`src/istf_pkg.sv`:
```
// ----------------------------------------------------------------------------
// istf_pkg
// Shared types and constants for the identifier slot table.
// ----------------------------------------------------------------------------
package istf_pkg;

  localparam int unsigned ActW = 2;
  localparam int unsigned IdW  = 32;
  localparam int unsigned OutIdxW = 3;

  localparam logic [ActW-1:0] ACT_CLEAR  = 2'd0;
  localparam logic [ActW-1:0] ACT_TOGGLE = 2'd1;
  localparam logic [ActW-1:0] ACT_MARK   = 2'd2;

  localparam logic [IdW-1:0] EMPTY_ID = 32'hFFFF_FFFF;
  localparam logic [IdW-1:0] AUTO_A_ID = 32'h0000_0001;

  typedef struct packed {
    logic load;
    logic exec;
  } istf_cmd_t;

endpackage

```
`src/istf_ctrl.sv`:
```
// ----------------------------------------------------------------------------
// istf_ctrl
// Sequencer: takes an item, runs one table update, holds the result until
// it is taken.
// ----------------------------------------------------------------------------
module istf_ctrl
  import istf_pkg::*;
(
  input  logic      clk_i,
  input  logic      rst_ni,
  input  logic      in_valid_i,
  output logic      in_ready_o,
  output logic      out_valid_o,
  input  logic      out_ready_i,
  output istf_cmd_t cmd_o
);

  localparam logic S_IDLE = 1'b0;
  localparam logic S_EXEC = 1'b1;

  logic state_q, state_d;
  logic out_valid_q, out_valid_d;

  assign in_ready_o = (state_q == S_IDLE) && (!out_valid_q || out_ready_i);
  assign cmd_o.load = in_valid_i && in_ready_o;
  assign cmd_o.exec = (state_q == S_EXEC);
  assign out_valid_o = out_valid_q;

  always_comb begin
    state_d = state_q;
    unique case (state_q)
      S_IDLE: begin
        if (cmd_o.load) begin
          state_d = S_EXEC;
        end
      end
      S_EXEC: begin
        state_d = S_IDLE;
      end
      default: begin
        state_d = S_IDLE;
      end
    endcase
  end

  assign out_valid_d = cmd_o.exec || (out_valid_q && !out_ready_i);

  always_ff @(posedge clk_i or negedge rst_ni) begin
    if (!rst_ni) begin
      state_q     <= S_IDLE;
      out_valid_q <= 1'b0;
    end else begin
      state_q     <= state_d;
      out_valid_q <= out_valid_d;
    end
  end

endmodule

```
`src/istf_dp.sv`:
```
// ----------------------------------------------------------------------------
// istf_dp
// Table storage, parallel match/free search and result register.
// ----------------------------------------------------------------------------
module istf_dp
  import istf_pkg::*;
#(
  parameter int unsigned SLOT_COUNT = 8
) (
  input  logic                clk_i,
  input  logic                rst_ni,
  input  istf_cmd_t           cmd_i,
  input  logic [ActW-1:0]     action_i,
  input  logic [IdW-1:0]      slot_id_i,
  input  logic                object_present_i,
  output logic                flag_value_o,
  output logic                matched_o,
  output logic                dropped_o,
  output logic [OutIdxW-1:0]  entry_index_o
);

  localparam int unsigned IdxW = (SLOT_COUNT > 1) ? $clog2(SLOT_COUNT) : 1;

  logic [ActW-1:0] action_q;
  logic [IdW-1:0]  id_q;
  logic            present_q;

  logic [IdW-1:0]        ids_q [SLOT_COUNT];
  logic [IdW-1:0]        ids_d [SLOT_COUNT];
  logic [SLOT_COUNT-1:0] fa_q, fa_d, fb_q, fb_d;

  logic [SLOT_COUNT-1:0] hit_vec, free_vec;
  logic                  hit_any, free_any;
  logic [IdxW-1:0]       hit_idx, free_idx;

  logic              flag_value_q, flag_value_d;
  logic              matched_q, matched_d;
  logic              dropped_q, dropped_d;
  logic [IdxW-1:0]   index_q, index_d;
  logic [IdxW+OutIdxW-1:0] index_ext;

  // input register
  always_ff @(posedge clk_i) begin
    if (cmd_i.load) begin
      action_q  <= action_i;
      id_q      <= slot_id_i;
      present_q <= object_present_i;
    end
  end

  always_comb begin
    for (int i = 0; i < SLOT_COUNT; i++) begin
      hit_vec[i]  = (ids_q[i] == id_q);
      free_vec[i] = (ids_q[i] == EMPTY_ID);
    end
  end

  // first set bit wins
  always_comb begin
    hit_idx  = '0;
    free_idx = '0;
    for (int i = SLOT_COUNT - 1; i >= 0; i--) begin
      if (hit_vec[i]) begin
        hit_idx = IdxW'(i);
      end
      if (free_vec[i]) begin
        free_idx = IdxW'(i);
      end
    end
  end

  assign hit_any  = |hit_vec;
  assign free_any = |free_vec;

  always_comb begin
    ids_d        = ids_q;
    fa_d         = fa_q;
    fb_d         = fb_q;
    flag_value_d = 1'b0;
    matched_d    = 1'b0;
    dropped_d    = 1'b0;
    index_d      = '0;
    unique case (action_q)
      ACT_CLEAR: begin
        for (int i = 0; i < SLOT_COUNT; i++) begin
          ids_d[i] = EMPTY_ID;
        end
        fa_d = '0;
        fb_d = '0;
      end
      ACT_TOGGLE: begin
        if (present_q && hit_any) begin
          fa_d[hit_idx] = ~fa_q[hit_idx];
          flag_value_d  = ~fa_q[hit_idx];
          matched_d     = 1'b1;
          index_d       = hit_idx;
        end
      end
      ACT_MARK: begin
        if (hit_any) begin
          fb_d[hit_idx] = 1'b1;
          matched_d     = 1'b1;
          index_d       = hit_idx;
        end else if (free_any) begin
          ids_d[free_idx] = id_q;
          fa_d[free_idx]  = (id_q == AUTO_A_ID);
          fb_d[free_idx]  = 1'b1;
          index_d         = free_idx;
        end else begin
          dropped_d = 1'b1;
        end
      end
      default: begin
      end
    endcase
  end

  always_ff @(posedge clk_i or negedge rst_ni) begin
    if (!rst_ni) begin
      for (int i = 0; i < SLOT_COUNT; i++) begin
        ids_q[i] <= EMPTY_ID;
      end
      fa_q <= '0;
      fb_q <= '0;
    end else if (cmd_i.exec) begin
      ids_q <= ids_d;
      fa_q  <= fa_d;
      fb_q  <= fb_d;
    end
  end

  always_ff @(posedge clk_i) begin
    if (cmd_i.exec) begin
      flag_value_q <= flag_value_d;
      matched_q    <= matched_d;
      dropped_q    <= dropped_d;
      index_q      <= index_d;
    end
  end

  assign index_ext     = {{OutIdxW{1'b0}}, index_q};
  assign flag_value_o  = flag_value_q;
  assign matched_o     = matched_q;
  assign dropped_o     = dropped_q;
  assign entry_index_o = index_ext[OutIdxW-1:0];

endmodule

```
`src/id_slot_table_with_flags_unit.sv`:
```
// Flow: a transfer enters the update state; one search-and-update over all
// entries runs in parallel, writing the result and setting result valid. No
// new item is taken during it, and a result not taken holds off input.
// Reset: asynchronous, active low; every entry empty, both flags cleared,
// no result pending.
// ----------------------------------------------------------------------------
// id_slot_table_with_flags_unit
// Associative identifier table with per-entry flags: clear, toggle, mark.
// ----------------------------------------------------------------------------
module id_slot_table_with_flags_unit
  import istf_pkg::*;
#(
  parameter int unsigned SLOT_COUNT = 8
) (
  input  logic               clk_i,
  input  logic               rst_ni,
  input  logic               in_valid_i,
  output logic               in_ready_o,
  input  logic [1:0]         action_i,
  input  logic signed [31:0] slot_id_i,
  input  logic               object_present_i,
  output logic               out_valid_o,
  input  logic               out_ready_i,
  output logic               flag_value_o,
  output logic               matched_o,
  output logic               dropped_o,
  output logic [2:0]         entry_index_o
);

  istf_cmd_t cmd;

  istf_ctrl u_ctrl (
    .clk_i       (clk_i),
    .rst_ni      (rst_ni),
    .in_valid_i  (in_valid_i),
    .in_ready_o  (in_ready_o),
    .out_valid_o (out_valid_o),
    .out_ready_i (out_ready_i),
    .cmd_o       (cmd)
  );

  istf_dp #(
    .SLOT_COUNT (SLOT_COUNT)
  ) u_dp (
    .clk_i            (clk_i),
    .rst_ni           (rst_ni),
    .cmd_i            (cmd),
    .action_i         (action_i),
    .slot_id_i        (slot_id_i),
    .object_present_i (object_present_i),
    .flag_value_o     (flag_value_o),
    .matched_o        (matched_o),
    .dropped_o        (dropped_o),
    .entry_index_o    (entry_index_o)
  );

  a_exec_follows_load : assert property (@(posedge clk_i) disable iff (!rst_ni)
    cmd.load |=> cmd.exec)
    else $error("update cycle did not follow transfer");

  a_exec_into_empty : assert property (@(posedge clk_i) disable iff (!rst_ni)
    cmd.exec |-> !out_valid_o)
    else $error("result register overwritten");

  a_drop_excl_match : assert property (@(posedge clk_i) disable iff (!rst_ni)
    out_valid_o |-> !(dropped_o && matched_o))
    else $error("dropped and matched together");

  a_flag_needs_match : assert property (@(posedge clk_i) disable iff (!rst_ni)
    (out_valid_o && flag_value_o) |-> matched_o)
    else $error("flag value without match");

endmodule

```
`config.mk`:
```
export PLATFORM = sky130hd
export DESIGN_NAME = id_slot_table_with_flags_unit
export DESIGN_NICKNAME = d
export VERILOG_FILES = /design/src/istf_pkg.sv /design/src/istf_ctrl.sv /design/src/istf_dp.sv /design/src/id_slot_table_with_flags_unit.sv
export SDC_FILE = /design/constraint.sdc
export NUM_CORES = 1
export LEC_CHECK = 0
export ABC_AREA = 1
export BUFFER_PORTS_ARGS = -buffer_cell sky130_fd_sc_hd__buf_2
export CORE_ASPECT_RATIO = 0.9
export CORE_MARGIN = 5
export CORE_UTILIZATION = 25
export CTS_BUF_LIST = sky130_fd_sc_hd__clkbuf_4 sky130_fd_sc_hd__clkbuf_8
export DETAILED_ROUTE_END_ITERATION = 6
export RECOVER_POWER = 25
export SYNTH_ARGS = -nofsm -noshare
export SYNTH_HDL_FRONTEND = slang
export SYNTH_SLANG_ARGS = --single-unit
```
`constraint.sdc`:
```
create_clock -name clk_i -period 3.7 [get_ports clk_i]
set_clock_uncertainty 0.05 [all_clocks]
set_input_delay 0.555 -clock clk_i [delete_from_list [all_inputs] [get_ports clk_i]]
set_output_delay 0.555 -clock clk_i [all_outputs]
set_load 0.005 [all_outputs]
```
# [Word-level counts from Yosys, hierarchy flattened]
# Index checks and enable logic that the tools add are counted.
[op_classes] order_cmp=6 n_eq_ne=22 mux=44 bitwise_logic=4 n_reduce_logical=20
[op_table] operator="$mux 256" count=2
[op_table] operator="$pmux 256 s2" count=1
[op_table] operator="$bwmux 256" count=1
[op_table] operator="$eq 32x32->1" count=8
[op_table] operator="$eq 32x32->1 const B" count=8
[op_table] operator="$demux 32 s3" count=1
[op_table] operator="$mux 3" count=19
[op_table] operator="$eq 32x1->1 const B" count=1
[op_table] operator="$mux 32" count=1
[op_table] operator="$mux 8" count=3
[op_table] operator="$pmux 8 s3" count=1
[op_table] operator="$bwmux 8" count=2
[op_table] operator="$reduce_or 8->1" count=2
[op_table] operator="$reduce_or 9->1" count=1
[op_table] operator="$lt 3x4->1 const B" count=2
[op_table] operator="$logic_and 1x1->1" count=7
[op_table] operator="$mux 1" count=7
[op_table] operator="$demux 1 s3" count=2
[op_table] operator="$ge 3x1->1 const B" count=2
[op_table] operator="$pmux 3 s2" count=1
[op_table] operator="$reduce_and 5->1" count=1
[op_table] operator="$ge 4x4->1 const B" count=1
[op_table] operator="$lt 4x1->1 const B" count=1
[op_table] operator="$ne 2x1->1 const B" count=2
[op_table] operator="14 further kinds" count=19
[word_totals] register_bits=307 input_bits=39 out_inout_bits=8 wordCells=114

# [Longest topological paths before layout]
# Gate-level depths: netlist of the first run.
[depth] ltp_word=18 ltp_mapped=22 ltp_nobuf=21

# [Modules after synthesis]
# A second synthesis of the first run with hierarchy kept.
[hier_totals] cells_unflattened=2302 area_unflattened_um2=17558.1
[by_module_without_submodules] module="istf_dp" instances=1 cells_each=2291 area_each_um2=17465.5 seq_area_each_um2=8157.8
[by_module_without_submodules] module="istf_ctrl" instances=1 cells_each=11 area_each_um2=92.6 seq_area_each_um2=50.0

# [Worst setup path after synthesis of the first run]
# No wires, ideal clock.
[synth_timing] kind="input to register" from="input port out_ready_i" to="register u_dp.action_q[0], enable pin" setup_ns=0.427 arrival_time_ns=2.331 t_required_ns=3.223 setup_slack_ns=0.891 stages=4 n_path_buf=0 path_cell_list="inv_1 -> a21oi_1 -> inv_1 -> nor2_1"
[synth_lines] item="start, declared" line="id_slot_table_with_flags_unit.sv:23" text="input logic out_ready_i,"
[synth_lines] item="end signal, assigned" line="istf_dp.sv:45" text="action_q <= action_i;"
[synth_lines] item="end, declared" line="istf_dp.sv:24" text="logic [ActW-1:0] action_q;"

# [Worst setup path in the final report of the first run]
[layout_timing] from="register u_dp.id_q[18]" to="register u_dp.ids_q[251] (netlist name)"
[layout_via] elab_chain_len=4 word_cells_on_any_way=11 classes_between="eq/ne: 9; reduce/logical: 2"
[layout_rtl] item="start, declared" line="istf_dp.sv:25" text="logic [IdW-1:0] id_q;"
[layout_rtl] item="start signal, assigned" line="istf_dp.sv:46" text="id_q <= slot_id_i;"
[layout_rtl] item="$eq 32x32->1" line="istf_dp.sv:53" text="hit_vec[i] = (ids_q[i] == id_q);"
[layout_rtl] item="$reduce_or 8->1 *" line="istf_dp.sv:72" text="assign hit_any = |hit_vec;"
[layout_rtl] item="$ne 2x2->1 (no source line) *"
[layout_rtl] item="$reduce_and 4->1 (no source line) *"
[layout_rtl] item="end signal, assigned" line="istf_dp.sv:126" text="ids_q <= ids_d;"
[layout_rtl] item="end, declared" line="istf_dp.sv:28" text="logic [IdW-1:0] ids_q [SLOT_COUNT];"
# Every way passes the cells marked *; elsewhere a longest branch is shown, timed or not.
# A chain may end at the register's enable or synchronous reset.

==> metrics.md, run 1 <==
| Metric | Value |
|---|---|
| Outcome | finished, violations left |
| Failing checks | max-capacitance violations, max-slew violations |
| Logic gate share of total power | 24.1% |
| Clock Sinks | 307 |
| Worst-margin pin slew | roughly 2.4 ns |
| Final GP Congestion | ~0.9 |
| Yosys top cell area share | approximately 39% |
| FF+latch count, synth | between 300 and 400 |
| Max-Cap Viols | 1 |
| I/O pin cnt | 47 |
| Crit-path slowest cell | edfxtp_1 |
| Power Dens Cells | 675 nW/um2 |
| Die footprint | 73,600 um2 |
| CTS tree | yes |
| Hold slack | 0.0526 ns |
| Cell Area, Synth | 17,100 um2 |
| Area grow syn2layout | 14.3% |
| Max-slew headroom at the worst pin | -60.8% |
| Slew Limit Fails | between 80 and 90 |
| Ant diodes | 0 |
| Part of the Yosys area used for sequential elements | approximately half |
| Die Height | 258 um |
| Syn avg cell area | 8.05 um2 |
| Share of post-route cells with drive strength above 1 | 20.4% |
| Final-report setup violation count | 0 |
| I/O Buffers | 46 |
| WP data required | 4.19 ns |
| Syn nets | 2,162 |
| Sw Ratio | 33.5% |
| Post-synth EDFFs | slightly above 40 |
| GRT overflow | 0 |
| CP Class | reg -> reg |
| Die width | between 200 and 300 um |
| Worst skew pair latency | 0.65 ns |
| WL final | 50,900 um |
| Leak | 8.85 nW |
| Routed Antenna Nets | 0 |
| Clk buf depth | 3 |
| Class of the worst hold path | in -> reg |
| Root buf cell | clkbuf_8 |
| RSZ-0062 raised after global routing | no |
| Yosys warns | 0 |
| Crit path DAT | 3.82 ns |
| Crit path max fanout | 32 |
| Tcrit/Tclk final | 90.1% |
| First-pass GRT wire length | 78,800 um |
| TritonCTS buffer count | 55 |
| Row count | 90 |
| Worst setup margin | 0.364 ns |
| Asr flop ratio synth | between 80 and 90% |
| Vias per inst | 4.47 |
| Sw power | 4.42 mW |
| Placement Setup Slack | 0.439 ns |
| Worst-path cell chain | inv_1 -> nand2_1 -> nand2_1 -> nor2_1 -> nand2_1 -> nor2_1 -> nand2_1 -> o21ai_1 -> nor2_4 -> nand2_4 -> nand2_4 -> nand3_4 -> nor2_8 -> nand2_4 -> buf_4 -> nand2_1 -> o21ai_0 |
| Vias in the first global route | roughly 13,000 |
| Worst path max stage delay | about 0.74 ns |
| Initial antenna violation count | 1 |
| DR iter-0 viols | around 1,200 |
| DRC viols | 0 |
| Post-Syn Instances | 2,119 |
| Via Count | between 10,000 and 15,000 |
| Setup TNS | 0 ns |
| Library cells used by synthesis | 36 |
| H-tree depth | 2 |
| Crit path top cell by count | nand2_1 |
| Synth area leaders | dfstp_2, nand2_1, edfxtp_1, xor2_1, nor2_1 |
| CP Launch Type | flop |
| Ys flop type | dfstp_2 |
| Seq pwr share | about half |
| Final net count | 2,230 |
| Fin crit period | 3.34 ns |
| HPWL after DPL | 36,100 um |
| Initial Util | 25.3% |
| Core footprint | 67,300 um2 |
| Largest net degree at the start of global routing | 89 |
| Post-DR wirelength/cell | 16.4 um |
| Final Hold Fails | 0 |
| Largest area contributor in the netlist | dfstp_2 |
| Power Internal | between 8 and 9 mW |
| Drt first pass iters | 7 |
| Maximum vdd drop | 0.260 mV |
| Clk pwr share | 26.6% |
| Worst-path clk slew | 0.06 ns |
| FMAX | ~0.3 GHz |
| CP Capture Type | flop |
| Total track usage | 13.6% |
| Post-CTS sizing | 0 |
==> through the flow <==
stage	total power [mW]	cell area [um2]	util (%)	std cells
2_1_floorplan	8.66	17100	-	2119
3_3_place_gp	9.57	18200	27.0	2991
3_5_place_dp	9.66	18200	27.0	2991
4_1_cts	13.3	19500	29.0	3103
5_1_grt	14.1	19500	29.0	3103
6_report	13.2	19500	29.0	3103
==> cells in the mapped netlist (15+ instances only) <==
library cell and count:
buf_6 24, xnor2_1 78, buf_4 32, buf_2 25
nand4_1 58, xor2_1 108, nor2_1 214, nand2_1 725
o21ai_1 144, nor3_1 15, dfstp_2 256, nand3_1 61
o21ai_0 113, inv_1 153, edfxtp_1 41
==> worst max-delay path, delay by kind of cell (launching register included) <==
kind                   cells  cell delay [ns]
and+or+nand+nor           13             1.42
DFF                        1             0.74
AOI/OAI and AO/OA          2             0.49
buffers and inverters      2             0.50
==> power groups by stage <==
stage	Sequential (mW)	Clock, mW	Combinational [mW]
floorplan	6.12	0	2.54
global placement	6.49	0	3.08
detailed placement	6.49	0	3.17
CTS	6.46	3.61	3.19
global route	6.67	3.75	3.68
finish	6.48	3.51	3.18
==> state kept, by name, indices dropped and copies added (netlist names), 2 cells and up <==
name                count
u_dp.action_q           2
u_dp.entry_index_o      3
u_dp.fa_q               8
u_dp.id_q              32
u_dp.ids_q            256
==> final cells by class <==
class                   instances  area (um2)
clock buffers                  89        1090
clock inverters                10         120
fillers                      7207       47800
inverters                     161         604
multi-input cells            1564        7600
flip-flops and latches        307        8210
well taps                     874        1090
repair buffers                 98         790
==> worst paths after layout <==
kind,from,to,slack [ns],depth (start not counted)
setup / recovery,u_dp.id_q[18],u_dp.ids_q[251],0.36,17
max in group asynchronous,rst_ni,u_dp.ids_q[81],0.91,3
min in group asynchronous,rst_ni,u_ctrl.out_valid_o,1.11,2
setup reg to reg,u_dp.id_q[18],u_dp.ids_q[251],0.36,17
hold reg to reg,u_dp.ids_q[33],u_dp.ids_q[33],0.44,2
hold / removal,slot_id_i[23],u_dp.id_q[23],0.05,1
==> cell usage in the layout, fill, tap and decap left out, types with 25 or more instances in the layout <==
cell and instances:
xnor2_1 78, buf_4 25, o21ai_0 113, nor2_1 213, xor2_1 108, edfxtp_1 41, nand2_1 725, nand3_1 61
o21ai_1 144, inv_1 153, clkbuf_8 67, buf_2 38, nand4_1 58, dfstp_2 256
==> routing by layer <==
metal  GRT usage, %  wire (um)  vias to the layer above
met5              0         13                        -
met4           4.13       1310                        2
met3           2.55       3420                       82
met2           20.4      22100                      412
met1           19.9      24100                     6490
li1               -          -                     6869
==> cell families after synthesis <==
kind of cell	synth area share (%)
AO/OA/AOI/OAI	7.94
flip-flops	48.1
AND/OR/NAND/NOR	26.7
adder cells (fa/ha/maj)	0.293
buffers and inverters	7.40
XOR/XNOR	9.55
==> repair_timing <==
action | 4_1_cts | 5_1_grt
hold endpoints to repair | 19 | 0
hold buffers | 13 | 0
setup buffers | 0 | 0
Power figures use the tool's default switching activity.
==> run 2: changes to the inputs <==
Settings changed: CORE_ASPECT_RATIO 0.9 to default.
==> run 2 against run 1 <==
Against the previous run:
- clock power shrank 2%
- critical endpoint is now u_dp.ids_q[84]
- the run still ends with max-capacitance violations, max-slew violations left
- largest power group unchanged
- hold slack lost 0.0053 ns
- via count shrank 0.80%
- combinational power is essentially flat
==> metrics.md, run 2 (same netlist as run 1, synthesis figures left out) <==
| Metric | Value |
|---|---|
| Die footprint | 73,600 um2 |
| Slew Limit Fails | 65 |
| Max-slew headroom at the worst pin | -17.7% |
| WP buf/inv | 2 |
| CP Depth | 17 |
| Top flop regs | u_dp.ids_q (256), u_dp.id_q (32), u_dp.fa_q (8) |
| Max-Cap Viols | 1 |
| Setup TNS | 0 ns |
| Via Count | about 14,000 |
| Area post-placement | 18,100 um2 |
| Register Area | 8210 um2 |
| Final net count | 2,239 |
| R2r endpoint | u_dp.ids_q[84] |
| Post-route design area | 19,600 um2 |
| Clock Sinks | around 300 |
| Tcrit/Tclk final | 91.8% |
| Initial antenna violation count | 0 |
| Die width | 271 um |
| FMAX | between 0.2 and 0.3 GHz |
| Leak | 8.87 nW |
| Final-report setup violation count | 0 |
| Class of the worst hold path | in -> reg |
| Crit-path slowest cell | edfxtp_1 |
| Ant diodes | 0 |
| Cells after DPL | 2,983 |
| GRT overflow | 0 |
| Hold slack | 0.0473 ns |
| Total track usage | 13.4% |
| Crit. Startpoint | u_dp.id_q[1] |
| Worst path max stage delay | 0.65 ns |
| HPWL after DPL | 35,600 um |
| Vias per inst | 4.41 |
| Die Height | 271 um |
| H-tree depth | 2 |
| CP Class | reg -> reg |
| Outcome | finished, violations left |
| CTS tree | yes |
| Most common cell after layout, fill and taps aside | nand2_1 |
| Final core utilization | about 29% |
| Crit path DAT | between 3 and 4 ns |
| Root buf cell | clkbuf_8 |
| CP Launch Type | flop |
| Drt first pass iters | 5 |
| Initial Util | 25.3% |
| Area grow syn2layout | 14.7% |
| I/O pin cnt | 47 |
| Worst-path clk slew | 0.06 ns |
| TritonCTS buffer count | 56 |
| Largest net degree at the start of global routing | 84 |
| Non-Filler Instances | 3,117 |
| Final Hold Fails | 0 |
| Flop-to-flop setup slack | 0.30 ns |
| Crit path max fanout | 36 |
| Max reg flops | approximately 260 |
| Maximum vdd drop | 0.318 mV |
| Largest delay contributor family on the critical path | simple AND/OR/NAND/NOR gates |
| Crit path to | u_dp.ids_q[84] |
| Post CTS Setup Buffer Count | 0 |
| First-pass GRT wire length | 78,100 um |
| Fin crit period | 3.40 ns |
| I/O Buffers | 46 |
| WL final | 50,300 um |
| DRC viols | 0 |
| Power Dens Cells | between 600 and 700 nW/um2 |
| Worst skew pair latency | 0.68 ns |
| Top reg by flops | u_dp.ids_q |
| Vias in the first global route | ~13,000 |
| Most frequent cells in the layout | nand2_1, dfstp_2, nor2_1 |
| CP Capture Type | flop |
| Failing checks | max-capacitance violations, max-slew violations |
| Post-DR wirelength/cell | 16.1 um |
| WP data required | 4.21 ns |
| Fill count | a little over 7,000 |
| Worst setup margin | 0.303 ns |
| Routed Antenna Nets | 0 |
| Core footprint | 67,400 um2 |
| Clk buf depth | 3 |
| Placement Setup Slack | 0.383 ns |
| Overall power | 13.1 mW |
| R2R depth | 17 |
| DR iter-0 viols | 1,150 |
| Final GP Congestion | 0.877 |
| Row count | 95 |
| Multi-input combinational cell area | 7600 um2 |
| Worst-margin pin slew | around 1.8 ns |
| RSZ-0062 raised after global routing | no |
| Share of post-route cells with drive strength above 1 | 20.1% |
| Worst R2R Start | u_dp.id_q[1] |
| Worst-path cell chain | xor2_1 -> nor2_1 -> nand2_1 -> nor2_1 -> nand2_1 -> nor2_1 -> nor2_2 -> nand2_2 -> inv_2 -> nand2_4 -> nand2_4 -> nand3_4 -> nor2_8 -> nand2_4 -> buf_12 -> nand2_1 -> o21ai_1 |
[run 2: layout make-up]
cell class                 count  share of cell area (%)
sequential                   307                    41.9
multi-input combinational   1564                    38.8
inverter                     161                    3.09
timing repair buffer         106                    4.43
clock buffer                  82                    5.19
clock inverter                24                   0.946
tap                          873                    5.58
[run 2: report_power, final]
part	switching [mW]	internal, mW	total, mW
Sequential	1.17	5.31	6.48
Combinational	1.76	1.40	3.16
Clock	1.52	1.92	3.44
[run 2: worst min-delay path by stage]
stage,start,end,slack [ns],cells after the start
after detailed placement,u_dp.ids_q[32],u_dp.ids_q[32],0.42,2
final,slot_id_i[9],u_dp.id_q[9],0.05,1
after global placement,u_dp.ids_q[2],u_dp.ids_q[2],0.42,2
after floorplan,rst_ni,u_ctrl.out_valid_o,0.21,0
after global routing,slot_id_i[8],u_dp.id_q[8],0.01,1
after CTS,slot_id_i[8],u_dp.id_q[8],0.0007,1
[run 2: routing by layer]
| layer | wire length [um] | GRT usage (%) |
|---|---|---|
| met5 | 0 | 0 |
| met4 | 1320 | 3.86 |
| met3 | 2970 | 3.02 |
| met2 | 22100 | 20.2 |
| met1 | 23900 | 19.3 |
[run 2: timing repair]
| item | in CTS | in global routing |
|---|---|---|
| resized for setup | 0 | 0 |
| hold buffers | 28 | 0 |
| hold endpoints to repair | 37 | 0 |
[run 2: worst reg2reg max path: stages (launching register included)]
cell and delay [ns]:
edfxtp_1 0.65, xor2_1 0.26, nor2_1 0.26, nand2_1 0.13, nor2_1 0.16, nand2_1 0.06
nor2_1 0.31, nor2_2 0.12, nand2_2 0.11, inv_2 0.06, nand2_4 0.10, nand2_4 0.07
nand3_4 0.12, nor2_8 0.09, nand2_4 0.32, buf_12 0.26, nand2_1 0.08, o21ai_1 0.08
==> run 3: changes to the inputs <==
--- a/config.mk
+++ b/config.mk
@@ -8,3 +8,2 @@
 export ABC_AREA = 1
-export BUFFER_PORTS_ARGS = -buffer_cell sky130_fd_sc_hd__buf_2
 export CORE_MARGIN = 5
@@ -13,2 +12,3 @@
 export DETAILED_ROUTE_END_ITERATION = 6
+export DONT_BUFFER_PORTS = 1
 export RECOVER_POWER = 25
==> constraint.sdc (replaced) <==
create_clock -name clk_i -period 3.7 [get_ports clk_i]
set_clock_uncertainty 0.05 [all_clocks]
set_input_delay 0.37 -clock clk_i [delete_from_list [all_inputs] [get_ports clk_i]]
set_output_delay 0.37 -clock clk_i [all_outputs]
set_load 0.005 [all_outputs]
==> run 3 against run 2 <==
Against the previous run:
- highest routed layer is now met5
- the run ends with negative hold slack left
- clock power increased by 9.9%
- largest cell class unchanged
- first-iteration DRC count increased by 1.7%
- critical path depth decreased by 2
- die area unchanged
==> metrics.md, run 3 (same netlist as run 1, synthesis figures left out) <==
| Metric | Value |
|---|---|
| I/O Buffers | 0 |
| CP Launch Type | flop |
| Share of post-route cells with drive strength above 1 | 19.1% |
| Crit path DAT | 3.86 ns |
| Non-Filler Instances | 3,086 |
| Ant diodes | 0 |
| Row count | 95 |
| Overall power | 13.3 mW |
| R2R depth | 15 |
| Setup TNS | 0 ns |
| Most frequent cells in the layout | nand2_1, dfstp_2, nor2_1 |
| Tcrit/Tclk final | 90.8% |
| DR WL met3 | 3390 um |
| Worst-path clk slew | 0.06 ns |
| Max-Cap Viols | 0 |
| R2r endpoint | u_dp.ids_q[210] |
| Worst-margin pin slew | approximately 0.9 ns |
| Crit-path slowest cell | dfstp_2 |
| Die Height | 271 um |
| RSZ-0062 raised after global routing | no |
| Final-report setup violation count | 0 |
| WP buf/inv | 3 |
| CP Class | reg -> reg |
| Flop-to-flop setup slack | 0.34 ns |
| Root buf cell | clkbuf_8 |
| WP data required | 4.20 ns |
| Fin crit period | 3.36 ns |
| Total track usage | roughly an eighth |
| Met2 Wirelength | ~22,000 um |
| Final GP Congestion | approximately 0.9 |
| Crit path max fanout | 48 |
| Area grow syn2layout | 15.2% |
| Final net count | 2,210 |
| Post-route design area | 19,700 um2 |
| Highest routed layer | met5 |
| Worst path max stage delay | ~0.56 ns |
| Routed Antenna Nets | 0 |
| Worst-path cell chain | nand2_1 -> inv_1 -> nand3_1 -> nor3_1 -> nand4_1 -> nand2_1 -> nor2_1 -> inv_1 -> nor2_1 -> nor2_1 -> nand3_1 -> nand2_1 -> nand2_4 -> buf_12 -> o21ai_0 |
| Area post-placement | roughly 18,000 um2 |
| Leak | 8.85 nW |
| Core footprint | 67,400 um2 |
| HPWL after DPL | 35,200 um |
| Maximum vdd drop | 0.292 mV |
| Final Hold Fails | about 270 |
| Clk buf depth | 3 |
| Worst R2R Start | u_dp.ids_q[235] |
| CP Capture Type | flop |
| First-pass GRT wire length | 77,800 um |
| DR iter-0 viols | 1,169 |
| Die width | 271 um |
| Most common cell after layout, fill and taps aside | nand2_1 |
| Clock Sinks | 307 |
| Vias in the first global route | 13,200 |
| Fill count | slightly above 7,000 |
| TritonCTS buffer count | 57 |
| I/O pin cnt | between 40 and 50 |
| DRC viols | 0 |
| Max-slew headroom at the worst pin | 38.9% |
| Die footprint | 73,600 um2 |
| GRT overflow | 0 |
| Initial antenna violation count | 0 |
| Slew Limit Fails | 0 |
| Initial Util | 25.3% |
| Drt first pass iters | 5 |
| Worst skew pair latency | roughly 0.67 ns |
| Hold slack | -0.550 ns |
| Vias per inst | 4.45 |
| Top flop regs | u_dp.ids_q (256), u_dp.id_q (32), u_dp.fa_q (8) |
| Outcome | finished, violations left |
| WL final | 50,100 um |
| Largest delay contributor family on the critical path | simple AND/OR/NAND/NOR gates |
| Power Dens Cells | about 680 nW/um2 |
| Post CTS Setup Buffer Count | 0 |
| Hold_buf cts | 38 |
| Largest net degree at the start of global routing | 267 |
| Post-CTS sizing | 0 |
| Max reg flops | 256 |
| Top reg by flops | u_dp.ids_q |
| Class of the worst hold path | in -> async |
| CTS tree | yes |
| Post-DR wirelength/cell | 16.2 um |
| Cells after DPL | 2,943 |
| Failing checks | negative hold slack |
| Wl on met1 | 23,200 um |
| Via Count | 13,700 |
| FMAX | 0.298 GHz |
| H-tree depth | 2 |
[run 3: cell count changes in the layout (fill, tap and decap cells not counted), moves of 2 or more]
cell           change
buf_2             -38
clkinv_1           -6
clkbuf_4          -11
dlygate4sd3_1     +10
buf_12             +2
buf_4              +6
clkbuf_1           -7
clkbuf_8          +16
clkinv_2           -4
[run 3: worst max-delay path by stage]
| stage | slack [ns] | to | cells past startpoint | from |
|---|---|---|---|---|
| final | 0.34 | u_dp.ids_q[210] | 15 | u_dp.ids_q[235] |
| after global placement | 0.39 | u_dp.ids_q[122] | 19 | u_dp.id_q[4] |
| after CTS | 0.37 | u_dp.ids_q[123] | 19 | u_dp.id_q[4] |
| after floorplan | 0.96 | u_dp.action_q[0] | 3 | u_ctrl.state_q |
| after global routing | 0.02 | u_dp.ids_q[210] | 19 | u_dp.id_q[4] |
| after detailed placement | 0.37 | u_dp.ids_q[123] | 19 | u_dp.id_q[4] |
[run 3: power by group]
group          switching (mW)  internal (mW)  leakage [nW]  total, mW
sequential               1.16           5.31          3.21       6.47
combinational            1.68           1.39          4.94       3.07
clock                    1.55           2.23         0.703       3.78
total                    4.38           8.93          8.85       13.3
[run 3: layer usage]
metal	GRT usage (%)	vias to the layer above
met4	4.20	2
met5	0.461	-
li1	-	6831
met1	18.5	6457
met2	20.9	374
met3	2.75	80
[run 3: final cells by class]
cell class              instances  area [um2]  area share (%)
clock inverters                16         175           0.891
repair buffers                 76         816            4.15
flip-flops and latches        307        8210            41.7
clock buffers                  89        1170            5.94
inverters                     161         604            3.07
multi-input cells            1564        7600            38.6
well taps                     873        1090            5.56
[run 3: through the flow]
stage,setup WS (ns),utilization (%)
floorplan,0.965,-
global placement,0.389,26.6
detailed placement,0.368,26.6
CTS,0.368,29.2
global route,0.0163,29.2
finish,0.342,29.2
